### src/rtl/pfac_pkg.sv
package pfac_pkg;

  // Width of decoded positions and counters; values saturate at all ones.
  localparam int COUNT_WIDTH = 8;
  localparam int ACC_W       = COUNT_WIDTH + 4;
  localparam int CMP_W       = (COUNT_WIDTH > 8) ? COUNT_WIDTH : 8;

  typedef logic [COUNT_WIDTH-1:0] count_t;

  localparam count_t COUNT_MAX = '1;

  // Token queue between the classifier and the parser.
  localparam int TOKQ_AW    = 1;
  localparam int TOKQ_DEPTH = 1 << TOKQ_AW;

  localparam logic [7:0] CH_PERCENT = 8'h25;
  localparam logic [7:0] CH_DOLLAR  = 8'h24;
  localparam logic [7:0] CH_STAR    = 8'h2A;
  localparam logic [7:0] CH_ZERO    = 8'h30;
  localparam logic [7:0] CH_NINE    = 8'h39;
  localparam logic [7:0] CH_LC_A    = 8'h61;
  localparam logic [7:0] CH_LC_Z    = 8'h7A;
  localparam logic [7:0] CH_UC_A    = 8'h41;
  localparam logic [7:0] CH_UC_Z    = 8'h5A;
  localparam logic [7:0] CH_LC_L    = 8'h6C;
  localparam logic [7:0] CH_LC_H    = 8'h68;
  localparam logic [7:0] CH_UC_L    = 8'h4C;
  localparam logic [7:0] CH_LC_ZED  = 8'h7A;
  localparam logic [7:0] CH_LC_J    = 8'h6A;
  localparam logic [7:0] CH_LC_T    = 8'h74;

  typedef enum logic [2:0] {
    TK_OTHER   = 3'd0,
    TK_PERCENT = 3'd1,
    TK_DOLLAR  = 3'd2,
    TK_STAR    = 3'd3,
    TK_DIGIT   = 3'd4,
    TK_CONV    = 3'd5
  } tok_kind_t;

  typedef struct packed {
    tok_kind_t  kind;
    logic [3:0] digit;
    logic       last;
  } token_t;

  typedef struct packed {
    logic   valid;
    token_t tok;
  } tok_req_t;

  // accum * 10 + d, saturated to the counter range
  function automatic count_t add_digit(count_t acc, logic [3:0] d);
    logic [ACC_W-1:0] v;
    v = (ACC_W'(acc) << 3) + (ACC_W'(acc) << 1) + ACC_W'(d);
    if (v > ACC_W'(COUNT_MAX)) return COUNT_MAX;
    return v[COUNT_WIDTH-1:0];
  endfunction

  function automatic count_t sat_inc(count_t n);
    if (n == COUNT_MAX) return n;
    return n + count_t'(1);
  endfunction

  function automatic logic [7:0] clamp_arg(count_t n);
    logic [CMP_W-1:0] w;
    w = CMP_W'(n);
    if (w > CMP_W'(255)) return 8'hFF;
    return w[7:0];
  endfunction

endpackage

### src/rtl/pfac_classify.sv
module pfac_classify (
  input  logic            [7:0] char_code,
  input  logic                  last_char,
  output pfac_pkg::token_t      tok
);
  import pfac_pkg::*;

  logic is_letter;
  logic is_modifier;

  always_comb begin
    is_letter   = ((char_code >= CH_LC_A) && (char_code <= CH_LC_Z)) ||
                  ((char_code >= CH_UC_A) && (char_code <= CH_UC_Z));
    is_modifier = (char_code == CH_LC_L) || (char_code == CH_LC_H) ||
                  (char_code == CH_UC_L) || (char_code == CH_LC_ZED) ||
                  (char_code == CH_LC_J) || (char_code == CH_LC_T);
    tok.last  = last_char;
    tok.digit = 4'(char_code - CH_ZERO);
    if (char_code == CH_PERCENT) begin
      tok.kind = TK_PERCENT;
    end else if (char_code == CH_DOLLAR) begin
      tok.kind = TK_DOLLAR;
    end else if (char_code == CH_STAR) begin
      tok.kind = TK_STAR;
    end else if ((char_code >= CH_ZERO) && (char_code <= CH_NINE)) begin
      tok.kind = TK_DIGIT;
    end else if (is_letter && !is_modifier) begin
      tok.kind = TK_CONV;
    end else begin
      tok.kind = TK_OTHER;
    end
  end

endmodule

### src/rtl/pfac_token_fifo.sv
module pfac_token_fifo (
  input  logic               clk,
  input  logic               rst,
  input  logic               wr_en,
  input  pfac_pkg::token_t   wr_tok,
  output logic               full,
  input  logic               rd_en,
  output pfac_pkg::tok_req_t rd_req
);
  import pfac_pkg::*;

  token_t             mem [TOKQ_DEPTH];
  logic [TOKQ_AW-1:0] wr_ptr;
  logic [TOKQ_AW-1:0] rd_ptr;
  logic [TOKQ_AW:0]   cnt;

  assign full         = (cnt == (TOKQ_AW+1)'(TOKQ_DEPTH));
  assign rd_req.valid = (cnt != '0);
  assign rd_req.tok   = mem[rd_ptr];

  always_ff @(posedge clk) begin
    if (wr_en) begin
      mem[wr_ptr] <= wr_tok;
    end
  end

  always_ff @(posedge clk) begin
    if (rst) begin
      wr_ptr <= '0;
      rd_ptr <= '0;
      cnt    <= '0;
    end else begin
      if (wr_en) wr_ptr <= wr_ptr + TOKQ_AW'(1);
      if (rd_en) rd_ptr <= rd_ptr + TOKQ_AW'(1);
      unique case ({wr_en, rd_en})
        2'b10:   cnt <= cnt + (TOKQ_AW+1)'(1);
        2'b01:   cnt <= cnt - (TOKQ_AW+1)'(1);
        default: cnt <= cnt;
      endcase
    end
  end

endmodule

### src/rtl/pfac_parser.sv
module pfac_parser (
  input  logic               clk,
  input  logic               rst,
  input  pfac_pkg::tok_req_t tok_req,
  output logic               tok_take,
  output logic               empty,
  input  logic               pop,
  output logic         [7:0] arg_count,
  output logic               uses_positions
);
  import pfac_pkg::*;

  typedef enum logic [4:0] {
    MODE_PLAIN   = 5'b00001,
    MODE_PERCENT = 5'b00010,
    MODE_SPEC    = 5'b00100,
    MODE_WALK    = 5'b01000,
    MODE_STAR    = 5'b10000
  } mode_t;

  mode_t  mode, mode_next;
  count_t acc, acc_next;
  logic   dp, dp_next;
  count_t spos, spos_next;
  count_t seq, seq_next;
  count_t maxp, maxp_next;
  logic   seen, seen_next;

  logic   out_valid;
  count_t res_count;
  logic   res_pos;
  logic   do_walk;
  token_t t;

  assign t        = tok_req.tok;
  assign empty    = !out_valid;
  // a final byte waits until the result slot is free or being drained
  assign tok_take = tok_req.valid && (!t.last || !out_valid || pop);

  always_comb begin
    mode_next = mode;
    acc_next  = acc;
    dp_next   = dp;
    spos_next = spos;
    seq_next  = seq;
    maxp_next = maxp;
    seen_next = seen;
    do_walk   = 1'b0;
    res_count = '0;
    res_pos   = 1'b0;

    unique case (mode)
      MODE_PLAIN: begin
        if (t.kind == TK_PERCENT) mode_next = MODE_PERCENT;
      end
      MODE_PERCENT: begin
        if (t.kind == TK_PERCENT) begin
          mode_next = MODE_PLAIN;
        end else begin
          spos_next = '0;
          acc_next  = '0;
          dp_next   = 1'b0;
          if (t.kind == TK_DIGIT) begin
            acc_next  = add_digit('0, t.digit);
            dp_next   = 1'b1;
            mode_next = MODE_SPEC;
          end else begin
            do_walk = 1'b1;
          end
        end
      end
      MODE_SPEC: begin
        if (t.kind == TK_DIGIT) begin
          acc_next = add_digit(acc, t.digit);
          dp_next  = 1'b1;
        end else if (t.kind == TK_DOLLAR) begin
          spos_next = acc;
          if (acc != '0) begin
            seen_next = 1'b1;
            if (acc > maxp) maxp_next = acc;
          end
          mode_next = MODE_WALK;
        end else begin
          spos_next = '0;
          do_walk   = 1'b1;
        end
      end
      MODE_STAR: begin
        if (t.kind == TK_DIGIT) begin
          acc_next = add_digit(acc, t.digit);
          dp_next  = 1'b1;
        end else if (t.kind == TK_DOLLAR && dp) begin
          if (acc != '0) begin
            seen_next = 1'b1;
            if (acc > maxp) maxp_next = acc;
          end else begin
            seq_next = sat_inc(seq_next);
          end
          mode_next = MODE_WALK;
        end else begin
          seq_next = sat_inc(seq_next);
          do_walk  = 1'b1;
        end
      end
      MODE_WALK: begin
        do_walk = 1'b1;
      end
      default: begin
        do_walk = 1'b1;
      end
    endcase

    if (do_walk) begin
      if (t.kind == TK_STAR) begin
        acc_next  = '0;
        dp_next   = 1'b0;
        mode_next = MODE_STAR;
      end else if (t.kind == TK_CONV) begin
        if (spos_next == '0) seq_next = sat_inc(seq_next);
        mode_next = MODE_PLAIN;
      end else begin
        mode_next = MODE_WALK;
      end
    end

    if (t.last) begin
      // a star still open at the end counts as one argument
      if (mode_next == MODE_STAR) seq_next = sat_inc(seq_next);
      res_count = seen_next ? maxp_next : seq_next;
      res_pos   = seen_next;
      mode_next = MODE_PLAIN;
      acc_next  = '0;
      dp_next   = 1'b0;
      spos_next = '0;
      seq_next  = '0;
      maxp_next = '0;
      seen_next = 1'b0;
    end
  end

  always_ff @(posedge clk) begin
    if (rst) begin
      mode      <= MODE_PLAIN;
      acc       <= '0;
      dp        <= 1'b0;
      spos      <= '0;
      seq       <= '0;
      maxp      <= '0;
      seen      <= 1'b0;
      out_valid <= 1'b0;
    end else begin
      if (tok_take) begin
        mode <= mode_next;
        acc  <= acc_next;
        dp   <= dp_next;
        spos <= spos_next;
        seq  <= seq_next;
        maxp <= maxp_next;
        seen <= seen_next;
      end
      if (tok_take && t.last) begin
        out_valid <= 1'b1;
      end else if (pop) begin
        out_valid <= 1'b0;
      end
    end
  end

  always_ff @(posedge clk) begin
    if (tok_take && t.last) begin
      arg_count      <= clamp_arg(res_count);
      uses_positions <= res_pos;
    end
  end

endmodule

### src/rtl/printf_format_arg_counter.sv
// Counts the arguments a printf-style format string consumes. Push one byte per
// cycle with last_char set on the final byte; one result (arg_count, and
// uses_positions when any N$ with N>0 appeared) is queued per string. Sustained
// rate is one byte per cycle unless the parser stalls on a final byte, set by
// the parser's state update; with nothing queued ahead of it, a final byte passes
// through the token queue into the parser, which registers its result.
// A two-entry token queue sits between the byte classifier and the parser, and
// a one-deep result slot lets bytes keep flowing while a result waits. The
// parser only stalls on a final byte while the previous result is still held.
// Empty strings must not be presented.
module printf_format_arg_counter (
  input  logic       clk,
  input  logic       rst,
  input  logic       push,
  output logic       full,
  input  logic [7:0] char_code,
  input  logic       last_char,
  output logic       empty,
  input  logic       pop,
  output logic [7:0] arg_count,
  output logic       uses_positions
);
  import pfac_pkg::*;

  token_t   in_tok;
  tok_req_t q_req;
  logic     q_take;
  logic     q_full;
  logic     wr_en;

  assign full  = q_full;
  assign wr_en = push && !q_full;

  pfac_classify u_classify (
    .char_code (char_code),
    .last_char (last_char),
    .tok       (in_tok)
  );

  pfac_token_fifo u_tokq (
    .clk    (clk),
    .rst    (rst),
    .wr_en  (wr_en),
    .wr_tok (in_tok),
    .full   (q_full),
    .rd_en  (q_take),
    .rd_req (q_req)
  );

  pfac_parser u_parser (
    .clk            (clk),
    .rst            (rst),
    .tok_req        (q_req),
    .tok_take       (q_take),
    .empty          (empty),
    .pop            (pop),
    .arg_count      (arg_count),
    .uses_positions (uses_positions)
  );

endmodule

### config.mk
export PLATFORM = sky130hd
export DESIGN_NAME = printf_format_arg_counter
export DESIGN_NICKNAME = d
export VERILOG_FILES = /design/src/rtl/pfac_pkg.sv /design/src/rtl/pfac_classify.sv /design/src/rtl/pfac_token_fifo.sv /design/src/rtl/pfac_parser.sv /design/src/rtl/printf_format_arg_counter.sv
export SDC_FILE = /design/constraint.sdc
export NUM_CORES = 1
export LEC_CHECK = 0
export ABC_AREA = 1
export BUFFER_PORTS_ARGS = -buffer_cell sky130_fd_sc_hd__buf_2
export CAP_MARGIN = 15
export CORE_MARGIN = 4
export CORE_UTILIZATION = 63
export DETAILED_ROUTE_END_ITERATION = 8
export GPL_TIMING_DRIVEN = 1
export PLACE_DENSITY = 0.81
export SLEW_MARGIN = 0
export SYNTH_ARGS = -nofsm -noshare
export SYNTH_HDL_FRONTEND = slang
export SYNTH_SLANG_ARGS = --single-unit
export TNS_END_PERCENT = 20
### constraint.sdc
create_clock -name clk -period 3.7 [get_ports clk]
set_input_delay 0.74 -clock clk [delete_from_list [all_inputs] [get_ports clk]]
set_output_delay 0.74 -clock clk [all_outputs]
set_load 0.02 [all_outputs]
==> results_dict.tcl, run 1 <==
set metrics [dict create \
    ys_warn_count 0 \
    dp_hpwl_um 9820 \
    final_common_cell "nand2_1" \
    wire_per_inst_um 15.3 \
    seq_power_share_pct 34.5 \
    postLayoutCellArea_sq_um 5880 \
    grt_max_degree 39 \
    antenna_cells 0 \
    drv_slew 0 \
    nFillCells 677 \
    yosysUniqueCellTypes 50 \
    synth_top_family_by_area "simple AND/OR/NAND/NOR gates" \
    overflow 0 \
    cts_tree "done" \
    seq_area_sq_um 1650 \
    insertion_delay_ps 350 \
    area_growth_pct 11.0 \
    synth-xor-area-share_pct 0.803 \
    internal_power_mw 1.64 \
    status "completed" \
    grt_pass1_wl_um 22700 \
    leakagePower_nw 2.45 \
    totalWireLength_um 13600 \
    cts_buffer_depth 2 \
    yosys_register_bits 70 \
    antenna_found_initial 0 \
    dr.pass1.iters 5 \
    hold_class "register to register" \
    vias_per_cell 5.99 \
    power_density_nw_per_um2 472 \
    synth_cells 740 \
    die_x_um 99.7 \
    final_cell_mix "nand2_1, inv_1, a21oi_1" \
    pwr-share-comb_pct 37.8 \
    drtIter0Drc 440 \
    relSlewSlack_pct 38.1 \
    sw_frac_of_total_pct 40.8 \
    pin_count 24 \
    yosysSeqAreaShare_pct 31.2 \
    numClockSinks 70 \
    crit_type "register to register" \
    peakVddDrop_mv 0.238 \
    critPathLaunchType "register" \
    p_clk_share_pct 27.7 \
    drc 0 \
    htree_levels 3 \
    num_rows 33 \
    synth-compound-area-share_pct 16.7 \
    final.setup_skew_ps 9.66 \
    syn_avg_cell_area_sq_um 7.16 \
    multiInputGateArea_sq_um 3220 \
    fin_crit_sh_pct 94.9 \
    place_congestion 0.991 \
    fin_tns_setup_ps 0 \
    final_nets 817 \
    drv_cap 0 \
    async_reset_ff_share_pct 0 \
    rrSetupSlack_ps 190 \
    grt_pass1_vias 4865 \
    track_usage_pct 27.9 \
    cts_buffers 9 \
    netlist_area_sq_um 5300 \
    synth_edf_count 25 \
    numPortBuffers 23 \
    final.min_clock_period_ps 3510 \
    worstHoldStart "u_parser.maxp[1]$_SDFFE_PP0P_" \
    cts-root-buf "clkbuf_8" \
    synth_fa_ha_area_share_pct 7.13 \
    power_switching_mw 1.13 \
    required_ps 3770 \
    crit_arrival_ps 3580 \
    max_freq_ghz 0.285 \
    worstMarginPinSlew_ps 924 \
    post_dp_cell_area_sq_um 5590 \
    ys.flop_type "dfxtp_1" \
    synth_mux_area_share_pct 0 \
    finalSetupViolations 0 \
    die_h_um 99.7 \
    core_sq_um 8220 \
    syn-num-nets 782 \
    vias 5298 \
    die_area_sq_um 9940 \
    final-hold-violation-count 0 \
    worstPathMaxFanout 22 \
    layout-drive-gt1-share_pct 18.5 \
    endpoint_kind "register" \
    start_util_pct 64.5 \
    yosys.area_share.simple_pct 35.3 \
    clk_pin_slew_worst_paths_ps 90 \
    drtAntennaViolNets 0 \
]
## per-layer routing
layer  vias to the layer above  routed length, um  track usage (%)
met1                      2460               5890             38.3
met2                       219               6350             44.9
met5                         -                  0                0
li1                       2581                  -                -
met4                         0                368             10.2
met3                        38                952             4.00
## repair_timing
| action | CTS | global route |
|---|---|---|
| setup buffers | 0 | 2 |
| setup endpoints to repair | 1 | 11 |
| pin swaps | 0 | 1 |
| hold buffers | 0 | 0 |
| gates resized for setup | 1 | 8 |
## cell usage after synthesis (3+ instances only)
master    count  share of area, %
o41ai_1       3              0.50
or2_2         6              0.71
nand2_1     175                12
nand4_1      19               2.2
nand3_1      56               5.3
nand3_2       9               1.7
o21ai_0      36               3.4
nor2_1       48               3.4
ha_1         27               6.4
buf_6         5               1.1
dfxtp_1      45                17
nand2_4       6               1.3
inv_1        82               5.8
a21oi_1      62               5.9
o211ai_1     10               1.4
o21ai_1       6              0.57
edfxtp_1     25                14
nor3_1       10              0.94
inv_2         7              0.50
o311ai_0      3              0.50
nor2_2        5              0.59
a31oi_1       7              0.83
o221ai_1      6              0.99
o22ai_1       7              0.83
o21ai_2       3              0.50
clkbuf_1     13              0.92
nor2_4       10               2.1
nand2_2      17               2.0
## cells by family (layout without fill, tap and decap cells)
| family | after synthesis | in the layout |
|---|---|---|
| simple gates | 372 | 372 |
| fa+ha+maj | 29 | 29 |
| buf+inv | 114 | 154 |
| flops | 70 | 70 |
| xor+xnor | 4 | 4 |
| compound gates | 151 | 151 |
## area by class of cell
class / count / share of cell area [%]
Clock buffer: 9 / 2.11
Clock inverter: 7 / 2.04
Inverter: 92 / 6.00
Multi-Input combinational cell: 556 / 54.7
Sequential cell: 70 / 28.1
Tap cell: 105 / 2.23
Timing Repair Buffer: 46 / 4.89
## final timing paths
check / endpoint / cells past startpoint
setup / recovery: u_parser.arg_count[2]$_DFFE_PP_ / 22
hold / removal: u_parser.maxp[1]$_SDFFE_PP0P_ / 2
setup reg to reg: u_parser.arg_count[2]$_DFFE_PP_ / 22
hold reg to reg: u_parser.maxp[1]$_SDFFE_PP0P_ / 2
## metrics by stage
stage / worst slack, ps / instances / total power [mW] / utilization (%) / hold WS [ps]
global placement: 183 / 867 / 1.96 / 68.0 / 440
finish: 189 / 885 / 2.77 / 71.6 / 468
global route: -40.1 / 885 / 2.92 / 71.6 / 501
CTS: 128 / 883 / 2.75 / 71.0 / 468
floorplan: 419 / 740 / 1.71 / - / 426
detailed placement: 60.0 / 867 / 1.99 / 68.0 / 455
## worst max-delay path, stage by stage, from the launching register on
cell and delay (ps):
dfxtp_1 350, inv_2 80, buf_4 140, nand2_2 70
nand2_4 70, nand3_2 120, buf_4 220, inv_2 200
nand3_1 130, nand3_1 110, nor2_1 120, nand2_1 100
nor2_4 170, nand3_4 120, nand2_1 90, o21ai_1 90
ha_2 200, buf_4 130, or2_2 300, nand2_1 90
nand3_1 80, o21ai_0 110, a21oi_1 100
## flip-flops by register name, summed over array words and instances, names as in the netlist, named ones only
name	count
u_tokq.mem	16
u_parser.acc	8
u_parser.arg_count	8
u_parser.maxp	8
u_parser.seq	8
u_parser.spos	8
u_parser.mode	5
u_tokq.cnt	2
u_parser.dp	1
u_parser.out_valid	1
u_parser.seen	1
u_parser.uses_positions	1
u_tokq.rd_ptr	1
u_tokq.wr_ptr	1
## power groups by stage
| stage | clock (mW) | sequential [mW] | combinational, mW |
|---|---|---|---|
| global placement | 0 | 0.967 | 0.990 |
| detailed placement | 0 | 0.972 | 1.01 |
| floorplan | 0 | 1.00 | 0.711 |
| CTS | 0.774 | 0.956 | 1.02 |
| global route | 0.809 | 0.967 | 1.15 |
| finish | 0.770 | 0.957 | 1.05 |
Power figures use the tool's default switching activity.
==> run 2: changes to the inputs <==
--- a/config.mk
+++ b/config.mk
@@ -12,7 +12,7 @@
 export CORE_UTILIZATION = 63
 export DETAILED_ROUTE_END_ITERATION = 8
 export GPL_TIMING_DRIVEN = 1
-export PLACE_DENSITY = 0.81
+export PLACE_DENSITY = 0.78
 export SLEW_MARGIN = 0
 export SYNTH_ARGS = -nofsm -noshare
 export SYNTH_HDL_FRONTEND = slang
==> results_dict.tcl, run 2 (synthesis results as in run 1) <==
set metrics [dict create \
    postLayoutCellArea_sq_um 5850 \
    hold_buffers 0 \
    drc 0 \
    vias_per_cell 5.92 \
    final.setup_skew_ps 7.97 \
    max_freq_ghz 0.288 \
    cts_buffer_depth 2 \
    rrSetupSlack_ps 230 \
    multiInputGateArea_sq_um 3230 \
    place_ws_ps 26.9 \
    grtUsageMet2_pct 44.1 \
    final.min_clock_period_ps 3470 \
    power_mw 2.63 \
    fin_crit_sh_pct 93.9 \
    crit_slowest_cell "fa_2" \
    drv_cap 0 \
    grt_pass1_wl_um 21900 \
    crit_arrival_ps 3680 \
    critical_path.cell_chain "inv_2, or2_2, o21ai_0, inv_1, ha_1, ha_1, fa_2, a21o_1, a21oi_1, nor2_1, o21ai_1, nand2_1, nand2_1, nand3_4, o221ai_1, o311ai_0, o211ai_1, a21oi_1" \
    hold_depth 2 \
    grt_util_met1_pct 35.7 \
    numPortBuffers 23 \
    cts_tree "done" \
    post_dp_cell_area_sq_um 5560 \
    insertion_delay_ps 360 \
    final_common_cell "nand2_1" \
    crit_type "register to register" \
    layout-drive-gt1-share_pct 19.2 \
    busiest_layer "met2" \
    drtIter0Drc 369 \
    core_sq_um 8220 \
    status "completed" \
    pin_count 24 \
    worst_slack_ps 225 \
    dp_hpwl_um 9930 \
    dr.pass1.iters 5 \
    overflow 0 \
    numClockSinks 70 \
    grtUsageMet3_pct 5.47 \
    grt_pass1_vias 4797 \
    cts-root-buf "clkbuf_8" \
    rsz0062_at_grt "false" \
    htree_levels 3 \
    required_ps 3910 \
    fin_util_pct 71.2 \
    clk_pin_slew_worst_paths_ps 90 \
    relSlewSlack_pct 40.0 \
    track_usage_pct 27.1 \
    min_to "u_parser.maxp[1]$_SDFFE_PP0P_" \
    regMostFlops "u_tokq.mem" \
    crit_buf_inv 2 \
    endpoint_kind "register" \
    max_stage_delay_ps 360 \
    die_h_um 99.7 \
    die_area_sq_um 9940 \
    reg2regPathDepth 18 \
    leakagePower_nw 2.44 \
    totalWireLength_um 13700 \
    cp_num_cells 18 \
    antenna_cells 0 \
    place_congestion 0.944 \
    start_util_pct 64.5 \
    hold_class "register to register" \
    num_rows 33 \
    worstMarginPinSlew_ps 895 \
    final_nets 817 \
    final-hold-violation-count 0 \
    antenna_found_initial 0 \
    final_cell_mix "nand2_1, inv_1, a21oi_1" \
    worstPathMaxFanout 10 \
    die_x_um 99.7 \
    seq_area_sq_um 1650 \
    largest_reg_flops 16 \
    drtAntennaViolNets 0 \
    r2r-end "u_parser.acc[6]$_SDFFE_PP0P_" \
    power_density_nw_per_um2 450 \
    cts_buffers 9 \
    path_delay_family "compound AO/OA/AOI/OAI gates" \
    grt_max_degree 39 \
    area_growth_pct 10.4 \
    peakVddDrop_mv 0.253 \
    worstHoldStart "u_parser.maxp[1]$_SDFFE_PP0P_" \
    drv_slew 0 \
    nFillCells 686 \
    critPathLaunchType "register" \
    vias 5238 \
    finalSetupViolations 0 \
    wire_per_inst_um 15.5 \
    fin_tns_setup_ps 0 \
]
## run 2: metrics by stage
stage          hold WS [ps]  cells
2_1_floorplan           426    740
3_3_place_gp            439    863
3_5_place_dp            456    863
4_1_cts                 468    879
5_1_grt                 486    885
6_report                471    885
## run 2: where the power goes
part	switching, mW	internal, mW	total, mW
logic	0.752	0.282	1.03
clock network	0.330	0.314	0.644
registers	0.0531	0.904	0.957
total	1.14	1.50	2.63
## run 2: worst max-delay path by stage
stage	endpoint	slack [ps]
2_1_floorplan	u_parser.arg_count[1]$_DFFE_PP_	420
3_3_place_gp	u_parser.acc[6]$_SDFFE_PP0P_	140
3_5_place_dp	u_parser.acc[6]$_SDFFE_PP0P_	30
4_1_cts	u_parser.acc[6]$_SDFFE_PP0P_	100
5_1_grt	u_parser.acc[6]$_SDFFE_PP0P_	0.7
6_report	u_parser.acc[6]$_SDFFE_PP0P_	230
## run 2: cell type report
class / instances / area share [%]
clock buffers: 9 / 2.12
clock inverters: 7 / 1.24
inverters: 92 / 6.03
multi-input cells: 556 / 55.2
flip-flops and latches: 70 / 28.3
well taps: 105 / 2.25
repair buffers: 46 / 4.92
## run 2: metal layers
metal,up-vias,part of all wire [%]
met4,0,2.1
met3,32,7.6
met1,2401,44
met2,213,46
met5,-,0
li1,2592,-
## run 2: tightest hold or removal path: cells and delay by family (launching register included)
family | cells | cell delay [ps]
AND/OR/NAND/NOR | 1 | 60
flip-flops | 1 | 320
AO/OA/AOI/OAI | 1 | 50
## run 2: repair_timing
action | 4_1_cts | 5_1_grt
buffers inserted | 0 | 6
endpoints found under the setup margin | 1 | 12
hold endpoints to repair | 0 | 0
pin swaps | 0 | 4
gates resized for setup | 1 | 13
cloned | 0 | 0
==> run 3: changes to the inputs <==
--- a/config.mk
+++ b/config.mk
@@ -9,10 +9,10 @@
 export BUFFER_PORTS_ARGS = -buffer_cell sky130_fd_sc_hd__buf_2
 export CAP_MARGIN = 15
 export CORE_MARGIN = 4
-export CORE_UTILIZATION = 63
+export CORE_UTILIZATION = 68
 export DETAILED_ROUTE_END_ITERATION = 8
 export GPL_TIMING_DRIVEN = 1
-export PLACE_DENSITY = 0.78
+export PLACE_DENSITY = 0.84
 export SLEW_MARGIN = 0
 export SYNTH_ARGS = -nofsm -noshare
 export SYNTH_HDL_FRONTEND = slang
==> constraint.sdc (replaced) <==
create_clock -name clk -period 4.5 [get_ports clk]
set_input_delay 0.9 -clock clk [delete_from_list [all_inputs] [get_ports clk]]
set_output_delay 0.9 -clock clk [all_outputs]
set_load 0.02 [all_outputs]
==> results_dict.tcl, run 3 (synthesis results as in run 1) <==
set metrics [dict create \
    finalSetupViolations 0 \
    critPathLaunchType "register" \
    peakVddDrop_mv 0.241 \
    final_nets 803 \
    endpoint_kind "register" \
    die_area_sq_um 9270 \
    place_ws_ps 499 \
    post_dp_cell_area_sq_um 5490 \
    hold_slack_ps 460 \
    totalWireLength_um 13300 \
    fin_util_pct 77.0 \
    regMostFlops "u_tokq.mem" \
    worstPathMaxFanout 11 \
    worstMarginPinSlew_ps 872 \
    overflow 0 \
    layout-drive-gt1-share_pct 16.1 \
    fin_crit_sh_pct 93.6 \
    cts_tree "done" \
    dp.cells 849 \
    drc 0 \
    status "completed" \
    required_ps 4720 \
    drv_cap 0 \
    pin_count 24 \
    final.setup_skew_ps 12.0 \
    crit_arrival_ps 4430 \
    htree_levels 3 \
    drtAntennaViolNets 0 \
    cts_post_setup_buffers_inserted 0 \
    crit_buf_inv 2 \
    dp_hpwl_um 9780 \
    power_density_nw_per_um2 383 \
    rsz0062_at_grt "false" \
    insertion_delay_ps 360 \
    vias_per_cell 6.00 \
    grt_pass1_wl_um 22000 \
    grt_max_degree 41 \
    place_congestion 0.950 \
    worst_slack_ps 290 \
    relSlewSlack_pct 41.6 \
    crit_type "register to register" \
    clk_pin_slew_worst_paths_ps 80 \
    leakagePower_nw 2.37 \
    max_stage_delay_ps 580 \
    numClockSinks 70 \
    final.min_clock_period_ps 4210 \
    cts_buffers 9 \
    die_h_um 96.3 \
    vias 5192 \
    core_sq_um 7410 \
    postLayoutCellArea_sq_um 5700 \
    hold_class "register to register" \
    path_delay_family "compound AO/OA/AOI/OAI gates" \
    num_rows 31 \
    hold_buffers 0 \
    cts_buffer_depth 2 \
    die_x_um 96.3 \
    fin_cells 865 \
    largest_reg_flops 16 \
    crit_slowest_cell "dfxtp_1" \
    cts_resized 0 \
    numPortBuffers 23 \
    drtIter0Drc 417 \
    antenna_found_initial 0 \
    grt_pass1_vias 4800 \
    cts-root-buf "clkbuf_8" \
    final_common_cell "nand2_1" \
    nFillCells 573 \
    final-hold-violation-count 0 \
    critical_path.cell_chain "inv_2, or2_2, o21ai_0, inv_1, fa_1, fa_1, a21o_1, a21oi_1, nor2_1, o21ai_0, nand2_1, nand2_1, nand3_1, o221ai_1, o311ai_0, o211ai_1, a21oi_1" \
    drv_slew 0 \
    antenna_cells 0 \
    fin_tns_setup_ps 0 \
    power_mw 2.18 \
    final_cell_mix "nand2_1, inv_1, a21oi_1" \
    track_usage_pct 30.5 \
    max_freq_ghz 0.238 \
    area_growth_pct 7.63 \
    start_util_pct 71.5 \
    dr.pass1.iters 7 \
    wire_per_inst_um 15.4 \
]
==> run 3: metal layers <==
layer  global-route usage (%)  routed length (um)
met5                        0                   0
met4                     12.1                 417
met3                     6.33                1150
met2                     49.5                6180
met1                     39.6                5600
==> run 3: final cells by class <==
| class | count | area (sq um) | share of cell area (%) |
|---|---|---|---|
| Multi-Input combinational cell | 556 | 3180 | 55.7 |
| Sequential cell | 70 | 1650 | 29.0 |
| Inverter | 92 | 353 | 6.19 |
| Timing Repair Buffer | 32 | 183 | 3.20 |
| Clock buffer | 10 | 128 | 2.24 |
| Tap cell | 99 | 124 | 2.17 |
| Clock inverter | 6 | 86.3 | 1.51 |
==> run 3: power breakdown <==
part	switching, mW	total (mW)	internal [mW]
Sequential	0.0567	0.800	0.744
Clock	0.245	0.557	0.312
Combinational	0.604	0.826	0.221
Total	0.906	2.18	1.28
==> run 3: final timing paths <==
| path | start | endpoint | cells after the start | slack [ps] |
|---|---|---|---|---|
| setup / recovery | register | u_parser.acc[6]$_SDFFE_PP0P_ | 17 | 290 |
| hold / removal | u_tokq.rd_ptr$_SDFFE_PP0P_ | u_tokq.rd_ptr$_SDFFE_PP0P_ | 1 | 460 |
| setup reg to reg | register | u_parser.acc[6]$_SDFFE_PP0P_ | 17 | 290 |
| hold reg to reg | u_tokq.rd_ptr$_SDFFE_PP0P_ | u_tokq.rd_ptr$_SDFFE_PP0P_ | 1 | 460 |
